**src/rtl/core/assert_macros.svh**
```systemverilog
// Assertion helpers for the conditioning module.
// Both expect a clock named clk and an active-low reset named rst_n in scope.
`ifndef ASSERT_MACROS_SVH
`define ASSERT_MACROS_SVH

// Temporal property, checked out of reset
`define JTC_ASSERT(label, prop, msg) \
    label: assert property (@(posedge clk) disable iff (!rst_n) prop) \
        else $error(msg);

// Invariant that must hold at every clock edge out of reset
`define JTC_ASSERT_ALWAYS(label, expr, msg) \
    label: assert property (@(posedge clk) disable iff (!rst_n) (expr)) \
        else $error(msg);

`endif

```
**src/rtl/core/jtc_pkg.sv**
```systemverilog
package jtc_pkg;

    // Axis lanes, in the order of the sample fields
    localparam int AXES   = 4;
    localparam int AX_THR = 0;
    localparam int AX_YAW = 1;
    localparam int AX_PIT = 2;
    localparam int AX_ROL = 3;

    // Field and state widths
    localparam int OUT_W  = 10;
    localparam int KEY_W  = 3;
    localparam int TRIM_W = 11;
    localparam int OFS_W  = 12;

    // Scaling and limits
    localparam int FULL_SCALE   = 1000;
    localparam int CENTRE_MID   = 500;
    localparam int TRIM_STEP    = 10;
    localparam int TRIM_LIMIT   = 1000;
    localparam int OFFSET_LIMIT = 2000;

    // Transaction kind
    localparam logic CMD_SAMPLE = 1'b0;
    localparam logic CMD_KEY    = 1'b1;

    // Key codes
    localparam logic [KEY_W-1:0] KEY_PITCH_UP = 3'd0;
    localparam logic [KEY_W-1:0] KEY_PITCH_DN = 3'd1;
    localparam logic [KEY_W-1:0] KEY_ROLL_DN  = 3'd2;
    localparam logic [KEY_W-1:0] KEY_ROLL_UP  = 3'd3;
    localparam logic [KEY_W-1:0] KEY_SHUTDOWN = 3'd4;
    localparam logic [KEY_W-1:0] KEY_HOLD     = 3'd5;
    localparam logic [KEY_W-1:0] KEY_LONG     = 3'd6;

    typedef logic [OUT_W-1:0] axis_t;

    // Scaled transaction handed to the conditioning stage
    typedef struct packed {
        logic                   cmd;
        logic [KEY_W-1:0]       key;
        axis_t [AXES-1:0]       scaled;
    } jtc_item_t;

    // Result transaction
    typedef struct packed {
        axis_t [AXES-1:0]       axis;
        logic                   shutdown;
        logic                   hold;
    } jtc_result_t;

endpackage

```
**src/rtl/core/jtc_scale.sv**
```systemverilog
module jtc_scale
    import jtc_pkg::*;
#(
    parameter int ADC_BITS = 12,
    parameter bit INVERT   = 1'b0
)
(
    input  logic [ADC_BITS-1:0] raw,
    output axis_t               scaled
);

    // raw * 1000 fits in ADC_BITS + 10 bits
    localparam int T_W = ADC_BITS + 10;
    localparam int S_W = T_W + 1;
    localparam int Q_W = S_W - ADC_BITS;
    localparam logic [S_W-1:0] ADC_MAX = S_W'((1 << ADC_BITS) - 1);

    logic [T_W-1:0]   prod;
    logic [S_W-1:0]   sum_est;
    logic [Q_W-1:0]   q_est;
    logic [S_W-1:0]   rem;
    logic [Q_W-1:0]   q_fix;
    logic [OUT_W-1:0] q_out;

    // Divide by 2^n - 1 as a series of shifts; the estimate is at most one low
    always_comb
    begin
        // 1000 = 1024 - 16 - 8
        prod    = (T_W'(raw) << 10) - (T_W'(raw) << 4) - (T_W'(raw) << 3);
        sum_est = S_W'(prod) + S_W'(prod >> ADC_BITS) + S_W'(prod >> (2 * ADC_BITS));
        q_est   = Q_W'(sum_est >> ADC_BITS);
        // remainder = prod - q_est * (2^n - 1)
        rem     = S_W'(prod) + S_W'(q_est) - (S_W'(q_est) << ADC_BITS);
        q_fix   = (rem >= ADC_MAX) ? q_est + Q_W'(1) : q_est;
        q_out   = q_fix[OUT_W-1:0];
        scaled  = INVERT ? OUT_W'(FULL_SCALE) - q_out : q_out;
    end

endmodule

```
**src/rtl/core/jtc_cal_div.sv**
```systemverilog
module jtc_cal_div
    import jtc_pkg::*;
#(
    parameter int CAL_SAMPLES = 10,
    parameter int SUM_W       = 15
)
(
    input  logic                        clk,
    input  logic                        load,
    input  logic [AXES-1:0][SUM_W-1:0]  sums,
    output logic [AXES-1:0][OFS_W-1:0]  quot
);

    // Reciprocal multiply, exact for every magnitude the window can reach
    localparam int MAG_W     = SUM_W - 1;
    localparam int DIV_SHIFT = MAG_W + $clog2(CAL_SAMPLES + 1);
    localparam int RECIP_W   = DIV_SHIFT + 1;
    localparam int PROD_W    = MAG_W + RECIP_W;
    localparam int RECIP     = ((1 << DIV_SHIFT) + CAL_SAMPLES - 1) / CAL_SAMPLES;
    localparam logic [RECIP_W-1:0] RECIP_V = RECIP_W'(RECIP);

    logic [AXES-1:0]              sign;
    logic [AXES-1:0][MAG_W-1:0]   mag;
    logic [AXES-1:0][PROD_W-1:0]  prod;
    logic [AXES-1:0][OFS_W-1:0]   qmag;
    logic [AXES-1:0][OFS_W-1:0]   quot_next;
    logic [AXES-1:0][OFS_W-1:0]   quot_reg;

    // Signed division truncating toward zero: divide the magnitude
    always_comb
    begin
        for (int i = 0; i < AXES; i++)
        begin
            sign[i]      = sums[i][SUM_W-1];
            mag[i]       = sign[i] ? MAG_W'(-sums[i]) : MAG_W'(sums[i]);
            prod[i]      = PROD_W'(mag[i]) * PROD_W'(RECIP_V);
            qmag[i]      = OFS_W'(prod[i] >> DIV_SHIFT);
            quot_next[i] = sign[i] ? -qmag[i] : qmag[i];
        end
    end

    always_ff @(posedge clk)
    begin
        if (load)
        begin
            quot_reg <= quot_next;
        end
    end

    assign quot = quot_reg;

endmodule

```
**src/rtl/core/jtc_cond.sv**
```systemverilog
`include "assert_macros.svh"

module jtc_cond
    import jtc_pkg::*;
#(
    parameter int CAL_SAMPLES = 10,
    parameter int SUM_W       = 15
)
(
    input  logic        clk,
    input  logic        rst_n,
    input  jtc_item_t   item,
    input  logic        item_valid,
    output logic        item_ready,
    output logic        out_valid,
    input  logic        out_stall,
    output jtc_result_t result
);

    localparam int CNT_W = $clog2(CAL_SAMPLES + 1);
    localparam int V_W   = OFS_W + 2;
    localparam int OW1   = OFS_W + 1;

    // Offset update sequencer
    localparam logic [1:0] PH_IDLE = 2'd0;
    localparam logic [1:0] PH_DIV  = 2'd1;
    localparam logic [1:0] PH_ADD  = 2'd2;

    logic [1:0]                 phase_reg;
    logic signed [OFS_W-1:0]    ofs_reg [AXES];
    logic signed [TRIM_W-1:0]   trim_reg [2];
    logic [SUM_W-1:0]           sum_reg [AXES];
    logic [CNT_W-1:0]           cnt_reg;
    logic                       active_reg;
    logic                       shut_reg;
    logic                       hold_reg;
    logic                       out_valid_reg;
    jtc_result_t                res_reg;

    logic                       take;
    logic                       take_sample;
    logic                       take_key;
    logic signed [V_W-1:0]      v_raw [AXES];
    axis_t                      v_clamp [AXES];
    logic [SUM_W-1:0]           sum_next [AXES];
    logic [SUM_W-1:0]           centre_val [AXES];
    logic [CNT_W-1:0]           cnt_next;
    logic [AXES-1:0][SUM_W-1:0] sum_bus;
    logic [AXES-1:0][OFS_W-1:0] quot_bus;
    logic signed [OW1-1:0]      ofs_sum [AXES];

    // Step a trim by one notch and hold it inside its limits
    function automatic logic signed [TRIM_W-1:0] trim_step(
        input logic signed [TRIM_W-1:0] t,
        input logic                     up
    );
        logic signed [TRIM_W:0] w;
        w = up ? (TRIM_W+1)'(t) + (TRIM_W+1)'(TRIM_STEP)
               : (TRIM_W+1)'(t) - (TRIM_W+1)'(TRIM_STEP);
        if (w > TRIM_LIMIT)
            return TRIM_W'(TRIM_LIMIT);
        else if (w < -TRIM_LIMIT)
            return TRIM_W'(-TRIM_LIMIT);
        else
            return w[TRIM_W-1:0];
    endfunction

    // Key transactions need no output slot; samples need a free one
    assign item_ready  = (phase_reg == PH_IDLE)
                         && ((item.cmd == CMD_KEY) || !out_valid_reg || !out_stall);
    assign take        = item_valid && item_ready;
    assign take_sample = take && (item.cmd == CMD_SAMPLE);
    assign take_key    = take && (item.cmd == CMD_KEY);
    assign cnt_next    = cnt_reg + CNT_W'(1);

    // Offset, trim, clamp and window accumulation per axis
    always_comb
    begin
        for (int i = 0; i < AXES; i++)
        begin
            v_raw[i] = $signed(V_W'(item.scaled[i])) - V_W'(ofs_reg[i]);
            if (i == AX_PIT)
                v_raw[i] = v_raw[i] + V_W'(trim_reg[0]);
            else if (i == AX_ROL)
                v_raw[i] = v_raw[i] + V_W'(trim_reg[1]);

            if (v_raw[i] < 0)
                v_clamp[i] = '0;
            else if (v_raw[i] > FULL_SCALE)
                v_clamp[i] = OUT_W'(FULL_SCALE);
            else
                v_clamp[i] = v_raw[i][OUT_W-1:0];

            centre_val[i] = (i == AX_THR) ? '0 : SUM_W'(CENTRE_MID);
            sum_next[i]   = sum_reg[i] + SUM_W'(v_clamp[i]) - centre_val[i];
            sum_bus[i]    = sum_reg[i];
            ofs_sum[i]    = OW1'(ofs_reg[i]) + OW1'($signed(quot_bus[i]));
        end
    end

    jtc_cal_div #(
        .CAL_SAMPLES (CAL_SAMPLES),
        .SUM_W       (SUM_W)
    ) u_div (
        .clk  (clk),
        .load (phase_reg == PH_DIV),
        .sums (sum_bus),
        .quot (quot_bus)
    );

    // Trims, flags, calibration window and offsets
    always_ff @(posedge clk or negedge rst_n)
    begin
        if (!rst_n)
        begin
            phase_reg  <= PH_IDLE;
            cnt_reg    <= '0;
            active_reg <= 1'b0;
            shut_reg   <= 1'b0;
            hold_reg   <= 1'b0;
            trim_reg[0] <= '0;
            trim_reg[1] <= '0;
            for (int i = 0; i < AXES; i++)
            begin
                ofs_reg[i] <= '0;
                sum_reg[i] <= '0;
            end
        end
        else
        begin
            unique case (phase_reg)
                PH_IDLE:
                begin
                    if (take_key)
                    begin
                        unique case (item.key)
                            KEY_PITCH_UP: trim_reg[0] <= trim_step(trim_reg[0], 1'b1);
                            KEY_PITCH_DN: trim_reg[0] <= trim_step(trim_reg[0], 1'b0);
                            KEY_ROLL_DN:  trim_reg[1] <= trim_step(trim_reg[1], 1'b0);
                            KEY_ROLL_UP:  trim_reg[1] <= trim_step(trim_reg[1], 1'b1);
                            KEY_SHUTDOWN: shut_reg <= 1'b1;
                            KEY_HOLD:     hold_reg <= 1'b1;
                            KEY_LONG:
                            begin
                                trim_reg[0] <= '0;
                                trim_reg[1] <= '0;
                                cnt_reg     <= '0;
                                active_reg  <= 1'b1;
                                for (int i = 0; i < AXES; i++)
                                begin
                                    sum_reg[i] <= '0;
                                end
                            end
                            default: ;
                        endcase
                    end
                    if (take_sample && active_reg)
                    begin
                        cnt_reg <= cnt_next;
                        for (int i = 0; i < AXES; i++)
                        begin
                            sum_reg[i] <= sum_next[i];
                        end
                        if (cnt_next >= CNT_W'(CAL_SAMPLES))
                            phase_reg <= PH_DIV;
                    end
                end
                PH_DIV:
                begin
                    phase_reg <= PH_ADD;
                end
                PH_ADD:
                begin
                    for (int i = 0; i < AXES; i++)
                    begin
                        if (ofs_sum[i] > OFFSET_LIMIT)
                            ofs_reg[i] <= OFS_W'(OFFSET_LIMIT);
                        else if (ofs_sum[i] < -OFFSET_LIMIT)
                            ofs_reg[i] <= OFS_W'(-OFFSET_LIMIT);
                        else
                            ofs_reg[i] <= ofs_sum[i][OFS_W-1:0];
                        sum_reg[i] <= '0;
                    end
                    cnt_reg    <= '0;
                    active_reg <= 1'b0;
                    phase_reg  <= PH_IDLE;
                end
                default:
                begin
                    phase_reg <= PH_IDLE;
                end
            endcase
        end
    end

    // Output register
    always_ff @(posedge clk or negedge rst_n)
    begin
        if (!rst_n)
            out_valid_reg <= 1'b0;
        else if (take_sample)
            out_valid_reg <= 1'b1;
        else if (!out_stall)
            out_valid_reg <= 1'b0;
    end

    always_ff @(posedge clk)
    begin
        if (take_sample)
        begin
            for (int i = 0; i < AXES; i++)
            begin
                res_reg.axis[i] <= v_clamp[i];
            end
            res_reg.shutdown <= shut_reg;
            res_reg.hold     <= hold_reg;
        end
    end

    assign out_valid = out_valid_reg;
    assign result    = res_reg;

    `JTC_ASSERT(a_div_then_add, (phase_reg == PH_DIV) |=> (phase_reg == PH_ADD), "offset update skipped its add step")
    `JTC_ASSERT(a_window_closes, (phase_reg == PH_ADD) |=> (!active_reg && (cnt_reg == '0) && (phase_reg == PH_IDLE)), "calibration window left open after offset update")
    `JTC_ASSERT_ALWAYS(a_count_outside_window, active_reg || (cnt_reg == '0), "sample count moved outside a window")
    `JTC_ASSERT_ALWAYS(a_trim_range, (trim_reg[0] <= TRIM_LIMIT) && (trim_reg[0] >= -TRIM_LIMIT) && (trim_reg[1] <= TRIM_LIMIT) && (trim_reg[1] >= -TRIM_LIMIT), "trim beyond its limit")

endmodule

```
**src/rtl/core/joystick_trim_calibrate_conditioner.sv**
```systemverilog
// Joystick conditioner: four stick readings in, four 0..1000 values out.
// Input channel (in_valid / in_stall): cmd = 0 carries a stick sample in
// thr_raw..rol_raw, cmd = 1 carries a key event in key_code. Key events
// produce no result; they step the pitch/roll trims, set the sticky
// shutdown and hold-height flags, or (long press) clear the trims and open a
// calibration window of CAL_SAMPLES samples.
// Output channel (out_valid / out_stall): one transaction per sample.
// A sample accepted into the input register moves on through the scaling
// register and the result register before out_valid presents it.
// Throughput is one transaction per cycle while out_stall is low and no
// offset update runs; the scaling lanes are combinational.
// The sample that closes a calibration window is followed by the divide
// and add phases, in which the conditioning stage takes nothing while the
// offsets are updated; the input keeps filling its two registers meanwhile.
// While out_stall is high the result is held and the two front registers
// can still take transactions, then in_stall rises.
// Reset clears offsets, trims, window state, flags and all valid bits.
module joystick_trim_calibrate_conditioner
    import jtc_pkg::*;
#(
    parameter int CAL_SAMPLES = 10,
    parameter int ADC_BITS    = 12
)
(
    input  logic                clk,
    input  logic                rst_n,
    input  logic                in_valid,
    output logic                in_stall,
    input  logic                cmd,
    input  logic [ADC_BITS-1:0] thr_raw,
    input  logic [ADC_BITS-1:0] yaw_raw,
    input  logic [ADC_BITS-1:0] pit_raw,
    input  logic [ADC_BITS-1:0] rol_raw,
    input  logic [KEY_W-1:0]    key_code,
    output logic                out_valid,
    input  logic                out_stall,
    output logic [OUT_W-1:0]    thr_out,
    output logic [OUT_W-1:0]    yaw_out,
    output logic [OUT_W-1:0]    pit_out,
    output logic [OUT_W-1:0]    rol_out,
    output logic                shutdown_flag,
    output logic                hold_height_flag
);

    // Window sum holds +-FULL_SCALE * CAL_SAMPLES
    localparam int SUM_W = $clog2(FULL_SCALE * CAL_SAMPLES + 1) + 1;

    logic                a_valid_reg;
    logic                a_cmd_reg;
    logic [KEY_W-1:0]    a_key_reg;
    logic [ADC_BITS-1:0] a_raw_reg [AXES];
    logic                b_valid_reg;
    jtc_item_t           b_item_reg;
    jtc_item_t           b_item_next;

    logic                cond_ready;
    logic                b_take;
    logic                b_free;
    logic                a_move;
    logic                a_free;
    logic                in_take;
    jtc_result_t         result;

    // Stage handshakes
    assign b_take   = b_valid_reg && cond_ready;
    assign b_free   = !b_valid_reg || cond_ready;
    assign a_move   = a_valid_reg && b_free;
    assign a_free   = !a_valid_reg || b_free;
    assign in_take  = in_valid && a_free;
    assign in_stall = !a_free;

    // Input register
    always_ff @(posedge clk or negedge rst_n)
    begin
        if (!rst_n)
            a_valid_reg <= 1'b0;
        else if (in_take)
            a_valid_reg <= 1'b1;
        else if (a_move)
            a_valid_reg <= 1'b0;
    end

    always_ff @(posedge clk)
    begin
        if (in_take)
        begin
            a_cmd_reg         <= cmd;
            a_key_reg         <= key_code;
            a_raw_reg[AX_THR] <= thr_raw;
            a_raw_reg[AX_YAW] <= yaw_raw;
            a_raw_reg[AX_PIT] <= pit_raw;
            a_raw_reg[AX_ROL] <= rol_raw;
        end
    end

    // Scaling lanes; yaw and roll are inverted
    for (genvar i = 0; i < AXES; i++)
    begin : g_lane
        jtc_scale #(
            .ADC_BITS (ADC_BITS),
            .INVERT   ((i == AX_YAW) || (i == AX_ROL))
        ) u_scale (
            .raw    (a_raw_reg[i]),
            .scaled (b_item_next.scaled[i])
        );
    end

    assign b_item_next.cmd = a_cmd_reg;
    assign b_item_next.key = a_key_reg;

    // Scaled register
    always_ff @(posedge clk or negedge rst_n)
    begin
        if (!rst_n)
            b_valid_reg <= 1'b0;
        else if (a_move)
            b_valid_reg <= 1'b1;
        else if (b_take)
            b_valid_reg <= 1'b0;
    end

    always_ff @(posedge clk)
    begin
        if (a_move)
            b_item_reg <= b_item_next;
    end

    jtc_cond #(
        .CAL_SAMPLES (CAL_SAMPLES),
        .SUM_W       (SUM_W)
    ) u_cond (
        .clk        (clk),
        .rst_n      (rst_n),
        .item       (b_item_reg),
        .item_valid (b_valid_reg),
        .item_ready (cond_ready),
        .out_valid  (out_valid),
        .out_stall  (out_stall),
        .result     (result)
    );

    assign thr_out          = result.axis[AX_THR];
    assign yaw_out          = result.axis[AX_YAW];
    assign pit_out          = result.axis[AX_PIT];
    assign rol_out          = result.axis[AX_ROL];
    assign shutdown_flag    = result.shutdown;
    assign hold_height_flag = result.hold;

endmodule
```
**config.mk**
```make
export PLATFORM = sky130hd
export DESIGN_NAME = joystick_trim_calibrate_conditioner
export DESIGN_NICKNAME = d
export VERILOG_FILES = /design/src/rtl/core/jtc_pkg.sv /design/src/rtl/core/jtc_scale.sv /design/src/rtl/core/jtc_cal_div.sv /design/src/rtl/core/jtc_cond.sv /design/src/rtl/core/joystick_trim_calibrate_conditioner.sv
export VERILOG_INCLUDE_DIRS = /design/src /design/src/rtl/core
export SDC_FILE = /design/constraint.sdc
export NUM_CORES = 2
export LEC_CHECK = 0
export ABC_AREA = 1
export ABC_CLOCK_PERIOD_IN_PS = 8360
export BUFFER_PORTS_ARGS = -buffer_cell sky130_fd_sc_hd__clkbuf_2
export CAP_MARGIN = 20
export CORE_ASPECT_RATIO = 1.2
export CORE_MARGIN = 2
export CORE_UTILIZATION = 65
export CTS_CLUSTER_DIAMETER = 30
export CTS_CLUSTER_SIZE = 28
export DETAILED_ROUTE_END_ITERATION = 12
export PLACE_DENSITY = 0.82
export SKIP_CTS_REPAIR_TIMING = 1
export SYNTH_ARGS = -nofsm -noshare
export SYNTH_HDL_FRONTEND = slang
export SYNTH_SLANG_ARGS = --single-unit
```
**constraint.sdc**
```tcl
create_clock -name clk -period 8.36 [get_ports clk]
set_input_delay 2.508 -clock clk [delete_from_list [all_inputs] [get_ports clk]]
set_output_delay 2.508 -clock clk [all_outputs]
set_load 0.01 [all_outputs]
```
Word-level counts from Yosys, hierarchy flattened:

Memories as Yosys holds them, arrays and structs flattened.
Cells that the tools add are included.

* register bits after elaboration: 280
* memory bits (writable): 48
* bits of input ports: 56
* output and inout bits: 44
* word-level logic and storage cells: 236
* memories kept: 1

* add/subtract/negate cells: 56
* multipliers: 4
* order comparisons: 29
* eq/ne operators: 15
* muxes and demuxes: 60
* bitwise gates (word level): 1
* reduce and logical (&&, ||, !) cells: 30

Memory list
* a_raw_reg: depth 4, bits a word 12, rd ports 4, clocked after memory_dff 0, write ports 4, line joystick_trim_calibrate_conditioner.sv:51 `logic [ADC_BITS-1:0] a_raw_reg [AXES];`

Operator list (count)
* $mux 60: 3
* $mux 11: 12
* $mux 10: 12
* $pmux 60 s2: 1
* $mul 14x15->29 const B: 4
* $mux 12: 8
* $add 22x10->23: 4
* $add 22x11->23: 4
* $ge 23x12->1 const B: 4
* $sub 23x23->23: 4
* $sub 22x15->22: 4
* $sub 22x16->22: 4
* $pmux 11 s3: 2
* $add 15x10->15: 4
* $mux 14: 4
* $neg 14->14: 4
* $add 12x12->13: 4
* $gt 13x12->1 const B: 4
* $lt 13x12->1 const B: 4
* $sub 11x12->13: 4
* $gt 12x11->1 const B: 4
* $lt 12x11->1 const B: 4
* $neg 11->12: 4
* $sub 15x9->15 const B: 3
* other kinds (36): 86

Logic depth before layout (Yosys ltp):

* depth after elaboration: 9
* mapped depth: 56
* depth with buffers taken out: 56

Hierarchy:

From an unflattened synthesis, not the netlist that was laid out.

* cells, all modules: 8333
* area total of the unflattened synthesis: 57107.3 sq um

Modules (own cells, without submodules)
* jtc_cal_div: times used 1, cells an instance 3026, area an instance 21435.6 sq um, seq. area each 1441.4 sq um
* jtc_cond: times used 1, cells an instance 2543, area an instance 17593.1 sq um, seq. area each 4714.5 sq um
* jtc_scale (g_lane[1].u_scale): times used 1, cells an instance 728, area an instance 4075.2 sq um, seq. area each 0.0 sq um
* jtc_scale (g_lane[3].u_scale): times used 1, cells an instance 673, area an instance 3799.9 sq um, seq. area each 0.0 sq um
* jtc_scale (g_lane[0].u_scale): times used 1, cells an instance 629, area an instance 3684.8 sq um, seq. area each 0.0 sq um
* jtc_scale (g_lane[2].u_scale): times used 1, cells an instance 625, area an instance 3537.1 sq um, seq. area each 0.0 sq um
* joystick_trim_calibrate_conditioner: times used 1, cells an instance 109, area an instance 2981.6 sq um, seq. area each 2932.8 sq um

Worst setup path after synthesis:

OpenSTA, ideal clock, no wires.

* kind: register -> register
* start: register u_cond.sum_reg, in the netlist u_cond.sum_bus[0]
* end: register u_cond.u_div.quot_reg, in the netlist u_cond.u_div.quot[9] (data pin)
* library setup time: 0.265 ns
* arrival time: 6.985 ns
* data required time: 8.095 ns
* setup slack: 1.110 ns
* stages on the path, launching flop included: 34
* path buffers: 0
* cells stage by stage: dfrtp_1 nor3_1 inv_1 nor3_1 nand3_1 nor3_1 inv_1 o41ai_1 xor2_1 inv_1 fa_1 inv_1 fa_1 fa_1 inv_1 fa_1 fa_1 fa_1 ha_1 nand2_1 o21ai_0 a21oi_1 nand3_1 nand2_1 nand2_1 nand2_1 nand2_1 a21oi_1 o21bai_1 a21oi_1 xor2_1 nand2_1 o21ai_0 xor2_1

RTL lines
* from (decl): line jtc_cond.sv:32 `logic [SUM_W-1:0] sum_reg [AXES];`
* from (signal, indexed assignment): line jtc_cond.sv:162 `sum_reg[i] <= sum_next[i];`
* to (signal assigned): line jtc_cal_div.sv:46 `quot_reg <= quot_next;`
* to (decl): line jtc_cal_div.sv:27 `logic [AXES-1:0][OFS_W-1:0] quot_reg;`

==> results.md <==
* Number of synthesized flops with an enable pin at between 150 and 200
* Share of cells above drive strength 1 at approximately 7.6%
* Crit path launch type: register
* Largest net degree at the start of global routing at 88
* Yosys reg bits at around 330
* FF+latch area at roughly 0.0091 mm2
* Max H-tree Level at 3
* TritonCTS clock tree: done
* Worst clock skew at 0.03338 ns
* Via count at around 42000
* I/O Pins at 100
* Ys async rst share at about 43%
* Die Span Y at about 300 um
* Gr ovfl total at 0
* Minimum clock period at ~7.9 ns
* Pins Over Slew Limit at 0
* Drt total wl at about 120 mm
* Routability cong. at between 0.9 and 1
* Area taken by multi-input logic gates at roughly 0.035 mm2
* Core area at approximately 0.075 mm2
* Setup Viol. Count Final at 0
* NumNets Final at around 7600
* Count leader, synth: inv_1
* Starting density of the core at around two thirds
* Remaining antenna violation count at 0
* Die X-Extent at 254.3 um
* Row cnt at 110
* Synth Flop Type: edfxtp_1
* Relative slew slack at between 30% and 40%
* Drt drc at 0
* Layout area overhead at 10.41%
* Area leader, netlist: ha_1
* Max reg flops at 60
* Crit path DAT at around 8.4 ns
* Final worst-path cycle share at a little over nine tenths
* Fmax at 126.4 MHz
* Critical path type: register to register
* Syn_nets at 7441
* WL/cell at roughly 16 um
* Least-Margin Pin Slew at 0.8953 ns
* Detailed Routing Iterations Pass 1 at 6
* Synth cell types at 69
* Critical Path Max Stage Delay at ~0.47 ns
* Crit Path Max Fanout at 6
* CTS Root Cell: clkbuf_16
* Synth area leaders: ha_1 23%, fa_1 12%, edfxtp_1 11%
* Clk_lat worst skew at roughly 0.64 ns
* Final hold vios at 0
* Die ar. at between 0.07 and 0.08 mm2
* First DRT Iteration DRCs at 2554
* Synth top area share at a little under a quarter
* CTS clock-pin slew for the worst setup and hold paths at around 0.050 ns
* Mapped Area at about 0.05 mm2
* Number of fill cells at between 5000 and 6000
* Most frequent cells after synthesis: 1301 x inv_1, 973 x nand2_1, 893 x ha_1, 434 x a21oi_1, 408 x nor2_1
* Max Cap Viol at 0
* Via-to-Cell Ratio at ~5.6
* Slowest CP cell: fa_1
* Setup TNS Final at 0 ns
* Sequential-to-total area share from yosys stat at approximately 19%
* Vias in the first global route at between 40000 and 50000
* Worst Setup End Kind: register
* First-pass GRT wire length at about 200 mm
* Clock tree sinks at 326
* Clock Tree Buf Depth at 3
* CP most frequent cell: nand2_1
* GRT Total Usage at about a third
* Port bufs at 99
* Detailed placement HPWL at 97.38 mm
* Initial antenna violation count at 2
* WP data required at roughly 8.9 ns
* YS warnings at 0
* Avg Cell Area, Syn at ~8 um2
* Status: finished clean
* Total CTS buffers at 79
* HP Class: register to register
* Post-Synthesis Cells at 6198
==> cell usage in the layout, fill, tap and decap left out, types with 29 or more instances in the layout <==
cell type,n
inv_1,1284
nand2_1,969
ha_1,881
a21oi_1,415
nor2_1,398
xor2_1,317
fa_1,294
o21ai_0,279
nand3_1,245
edfxtp_1,186
dfrtp_1,136
clkbuf_2,98
clkbuf_16,79
nand4_1,78
xnor2_1,72
nor3_1,70
o21bai_1,45
buf_4,40
a31oi_1,32
or2_2,29
==> worst paths after layout <==
path / startpoint / endpoint / slack (ns) / cells past startpoint
setup / recovery: a_raw_reg[0][1]$_DFFE_PP_ / b_item_reg[1]$_DFFE_PP_ / 0.45 / 41
hold reg to reg: a_cmd_reg$_DFFE_PP_ / b_item_reg[43]$_DFFE_PP_ / 0.44 / 0
min in group asynchronous: rst_n / u_cond.ofs_reg[3]$_DFFE_PN0P_ / 1.97 / 1
hold / removal: a_cmd_reg$_DFFE_PP_ / b_item_reg[43]$_DFFE_PP_ / 0.44 / 0
setup reg to reg: a_raw_reg[0][1]$_DFFE_PP_ / b_item_reg[1]$_DFFE_PP_ / 0.45 / 41
max in group asynchronous: rst_n / u_cond.sum_bus[15]$_DFFE_PN0P_ / 5.02 / 2
==> final cells by class <==
cell class	count	share of cell area [%]
clock inverters	57	1.256
inverters	1318	9.176
flip-flops and latches	326	16.85
clock buffers	90	3.776
diodes	1	0.004636
well taps	1008	2.337
repair buffers	141	1.537
multi-input cells	4521	65.06
==> per-layer routing <==
metal / share of wire, % / wire, um / global-route usage, %
met5: 0 / 0 / 0
met4: 4.4 / 5357 / 13.82
met3: 5.6 / 6771 / 4.935
met2: 50 / 60310 / 55.50
met1: 40 / 48330 / 37.35
==> metrics by stage <==
stage	setup slack, ns	hold WS (ns)	utilization [%]	instances	area (um2)
final	0.4484	0.4389	72.22	7462	53970
after floorplan	1.110	0.4003	-	6198	48880
after global routing	-0.1047	0.4508	72.21	7461	53970
after detailed placement	0.2529	0.4233	67.84	7292	50700
after CTS	0.1867	0.4443	71.48	7439	53420
after global placement	0.4737	0.4026	67.84	7292	50700
==> worst max-delay path, delay by kind of cell (launching register included) <==
family,cells,cell delay (ns)
buf+inv,6,0.56
simple gates,16,2.51
xor+xnor,1,0.18
compound gates,12,1.82
fa+ha+maj,6,2.22
flops,1,0.46
==> cell families (layout without fill, tap and decap cells) <==
kind of cell	Yosys count	count (layout)	synth area share, %
compound gates	984	984	11.31
xor+xnor	410	410	7.507
fa+ha+maj	1187	1187	34.90
buf+inv	1353	1606	10.41
flops	326	326	18.59
mux	1	1	0.02304
other cells	0	1	0
simple gates	1937	1939	17.26
Power is left out: the tool's default activity adds up to more than one toggle a clock period on the data nets, which glitch-free logic cannot reach.
